$ cat config.mk
export PLATFORM = sky130hd
export DESIGN_NAME = rbei_queue
export DESIGN_NICKNAME = d
export VERILOG_FILES = /design/src/rbei_pkg.sv /design/src/rbei_queue.sv
export SDC_FILE = /design/constraint.sdc
export NUM_CORES = 1
export LEC_CHECK = 0
export ABC_AREA = 1
export BUFFER_PORTS_ARGS = -buffer_cell sky130_fd_sc_hd__buf_2
export CORE_MARGIN = 2
export CORE_UTILIZATION = 30
export CTS_CLUSTER_DIAMETER = 120
export DETAILED_ROUTE_END_ITERATION = 7
export GPL_TIMING_DRIVEN = 0
export PLACE_DENSITY = 0.52
export SYNTH_ARGS = -nofsm -noshare
export SYNTH_HDL_FRONTEND = slang
export SYNTH_SLANG_ARGS = --single-unit
export TNS_END_PERCENT = 5
$ cat constraint.sdc
create_clock -name clk -period 16.06 [get_ports clk]
set_input_delay 3.212 -clock clk [delete_from_list [all_inputs] [get_ports clk]]
set_output_delay 3.212 -clock clk [all_outputs]
set_load 0.1 [all_outputs]
$ cat src/rbei_pkg.sv
`timescale 1ns / 1ps
// ----------------------------------------------------------------------------
// rbei_pkg
// Shared types and constants of the rigid body integrator.
// ----------------------------------------------------------------------------
package rbei_pkg;

  localparam int FRAC_BITS    = 16;
  localparam int DT_BITS      = 16;
  localparam int WORD_BITS    = 32;
  localparam int CFG_BITS     = 31;
  localparam int BOUNCE_BITS  = 17;
  localparam int QDEPTH       = 2;
  localparam int IN_TDATA_W   = 184;
  localparam int OUT_TDATA_W  = 200;
  localparam int STATIC_LIMIT = ((1 << FRAC_BITS) * 5 + 999) / 1000;

  typedef enum logic [2:0] {
    OP_ADD_FORCE = 3'd0,
    OP_IMPULSE   = 3'd1,
    OP_INT_FORCE = 3'd2,
    OP_INT_VEL   = 3'd3,
    OP_EDGE      = 3'd4,
    OP_CLEAR     = 3'd5,
    OP_NOP       = 3'd6
  } op_kind_t;

  typedef enum logic [2:0] {
    CFG_INV_MASS    = 3'd0,
    CFG_INV_INERTIA = 3'd1,
    CFG_SCREEN_W    = 3'd2,
    CFG_SCREEN_H    = 3'd3,
    CFG_BOUNCE      = 3'd4,
    CFG_RADIUS      = 3'd5,
    CFG_START_X     = 3'd6,
    CFG_START_Y     = 3'd7
  } cfg_idx_t;

  typedef struct packed {
    op_kind_t                  kind;
    logic signed [WORD_BITS-1:0] fx;
    logic signed [WORD_BITS-1:0] fy;
    logic signed [WORD_BITS-1:0] tq;
    logic signed [WORD_BITS-1:0] ax;
    logic signed [WORD_BITS-1:0] ay;
    logic [DT_BITS-1:0]          dt;
  } item_t;

  typedef struct packed {
    logic  full;
    logic  empty;
  } q_stat_t;

endpackage

$ cat src/rbei_queue.sv
`timescale 1ns / 1ps
// ----------------------------------------------------------------------------
// rbei_queue
// Short request queue between front and back.
// ----------------------------------------------------------------------------
module rbei_queue (
  input  logic              clk,
  input  logic              rst_n,
  input  logic              push,
  input  rbei_pkg::item_t   item_in,
  input  logic              pop,
  output rbei_pkg::item_t   item_out,
  output rbei_pkg::q_stat_t q_stat
);
  import rbei_pkg::*;

  localparam int PW = $clog2(QDEPTH);

  item_t           mem [QDEPTH];
  logic [PW-1:0]   wr_ptr_r, rd_ptr_r;
  logic [PW:0]     count_r;

  always_ff @(posedge clk) begin
    if (push) begin
      mem[wr_ptr_r] <= item_in;
    end
  end

  always_ff @(posedge clk) begin
    if (!rst_n) begin
      wr_ptr_r <= '0;
      rd_ptr_r <= '0;
      count_r  <= '0;
    end else begin
      if (push) wr_ptr_r <= wr_ptr_r + 1'b1;
      if (pop)  rd_ptr_r <= rd_ptr_r + 1'b1;
      count_r <= count_r + (PW+1)'(push) - (PW+1)'(pop);
    end
  end

  assign item_out     = mem[rd_ptr_r];
  assign q_stat.full  = (count_r == (PW+1)'(QDEPTH));
  assign q_stat.empty = (count_r == '0);

endmodule

==> results.md <==
* Rows at 77
* Chain of cells forming the critical path: buf_6 > buf_6 > buf_6 > mux2_4 > buf_2
* Worst setup path class: flip-flop to output pin
* Num CTS Buffers at 41
* Post-Route WL at 29.0 mm
* Initial antenna violation count at 4
* Pin count of the biggest net entering global routing at 96
* Synth Flop Type: edfxtp_1
* Starting density of the core at 30.5%
* Io pins at 364
* Register bit total from synthesis at 363
* Most frequent cell after synthesis: edfxtp_1
* Max VDD drop at 89.1 uV
* First-pass GRT wire length at 43.2 mm
* Final nets at 1,190
* Clock Latency Late Sink at 0.55 ns
* Post-synthesis sequential area ratio at 80.0%
* Fmax at 0.186 GHz
* Count of cell types in the netlist at 12
* Share of cells above drive strength 1 at 60.3%
* Root buf cell: clkbuf_16
* Leakage at 6.79 nW
* Hold Buf Count CTS at 0
* Mapped cell area at 13,600 sq um
* Yosys warnings at 0
* Status: completed
* Max-cap violations at 0
* Critical Path Sink: item_out[136]
* Yosys top cell area share at 79.3%
* FFs w/ async S/R, synth at 0%
* Die area at 46,900 sq um
* Hpwl dp at 19.8 mm
* Req. time, crit path at 12.85 ns
* Area after DPL at 16,300 sq um
* Gr ovfl total at 0
* CTS max path bufs at 3
* Remaining DRCs at 0
* CTS tree: yes
* Core area at 44,400 sq um
* Max-slew violations at 0
* Reg2reg setup slack at 13.98 ns
* Top cells by area, synth: edfxtp_1 (79%), mux2_4 (11%), mux2_2 (6.6%)
* R2R cell count at 5
* Crit path largest cell delay at 0.46 ns
* Finished Cell Area at 17,600 sq um
* Syn-to-layout area delta at 29.6%
* RSZ-0062 raised after global routing: no
* Core Util, Final at 39.6%
* Hold Fails Final Rpt at 0
* Die H at 217 um
* Routed vias at 6,841
* Slowest CP cell: buf_2
* Synthesized Nets at 776
* DR WL/cell at 17.8 um
* First-pass detailed-route iteration total at 4
* Vias per cell at 4.20
* Antenna-violating nets left at 0
* Post-CTS Setup Bufs at 0
* Die width at 217 um
* Clock transition at path regs at 0.06 ns
* EDFF count, synth at 358
* Synth area leader: edfxtp_1
* Initial DRC count at 308
* Routability congestion estimate at 0.729
* Post-CTS resize count at 0
* H-tree lvl count at 2
* Hold Path Class: flip-flop to flip-flop
* Crit path capture type: output pin
* CP startpoint kind: flip-flop
* Slew @ Worst Pin at 0.718 ns
* Tcrit/Tclk final at 33.5%
* Port Buf Inserts at 363
* CP arrival at 2.17 ns
* Final setup viols at 0
* Most frequent CP cell: buf_6
* Vias in the first global route at 7,443
* Mapped Cells at 591
* Pwr Density at 141 nW/um^2
* CTS Sinks at 363
* Syn_area_per_cell at 22.9 sq um
* Total Routing Usage GR at 12.2%
* Critical Path Fanout Max at 10
* Final Critical Period at 5.38 ns
* Synth top cells by count: edfxtp_1 (358), mux2_4 (100), mux2_2 (79), buf_6 (14), nor2_1 (9)
* FF-to-FF End: mem[0][99]
* FF-to-FF Start: wr_ptr_r
* Slew margin rel. at 52.1%
* Layout Skew at 0.0155 ns
worst min-delay path by stage:
stage	cells after the start	end	startpoint	slack, ns
2_1_floorplan	2	flip-flop	rd_ptr_r	0.46
3_3_place_gp	2	flip-flop	rd_ptr_r	0.48
3_5_place_dp	2	rd_ptr_r	rd_ptr_r	0.50
4_1_cts	2	rd_ptr_r	rd_ptr_r	0.51
5_1_grt	3	flip-flop	rd_ptr_r	0.56
6_report	2	rd_ptr_r	rd_ptr_r	0.50
layout by cell type (no fill, tap or decap):
master,count
a21oi_1,1
buf_12,5
buf_16,3
buf_2,369
buf_6,14
bufinv_16,1
clkbuf_1,16
clkbuf_16,43
clkbuf_8,2
clkinv_1,6
clkinv_2,6
dfxtp_1,5
diode_2,1
edfxtp_1,358
ha_1,2
inv_1,7
inv_6,1
inv_8,1
mux2_2,79
mux2_4,100
nand2_1,8
nand3_1,1
nor2_1,8
nor2_4,1
cells by family after synthesis:
logic type | synth area share, %
AO/OA/AOI/OAI | 0.0369
adder cells (fa/ha/maj) | 0.185
buffers and inverters | 1.61
flip-flops | 80.0
multiplexers | 17.6
AND/OR/NAND/NOR | 0.508
sequential cells by signal (all words and copies together) (netlist names), named ones only:
name      cells
count_r       2
mem         358
rd_ptr_r      1
wr_ptr_r      1
routing by layer:
metal	track usage (%)	share of wire [%]	vias to the layer above	wire length, um
li1	-	-	3179	-
met3	4.38	8.5	53	2460
met5	0	0.083	-	24
met4	5.32	2.7	4	789
met1	14.0	39	3370	11300
met2	20.4	50	235	14400
through the flow:
stage	setup TNS (ns)	instances	total power, mW	hold WS [ns]	setup slack (ns)
after floorplan	0	591	1.55	0.463	4.60
after global placement	-155.14	1546	1.65	0.483	-0.888
after detailed placement	0	1554	1.64	0.496	10.89
after CTS	0	1629	2.53	0.509	10.56
after global routing	0	1630	2.58	0.564	10.54
final	0	1630	2.49	0.504	10.68
where the power goes:
part	switching, mW	internal, mW	leakage [nW]
Sequential	0.0106	1.10	3.40
Clock	0.355	0.516	0.615
Combinational	0.397	0.109	2.77
final cells by class:
type                       instances  area, sq um
fill                            4137        26800
clock inverter                    14         91.3
inverter                           8         37.5
antenna                            1         2.50
multi-input combinational        200         2500
buffer                            20          188
timing repair buffer             371         2000
clock buffer                      61         1160
sequential                       363        10900
tap                              592          741
worst max-delay path: cells and delay by family, from the launching register on:
kind	cells	cell delay (ns)
buf+inv	4	1.07
flops	1	0.32
mux	1	0.18
Note: power is estimated with default switching activity, not from simulation.
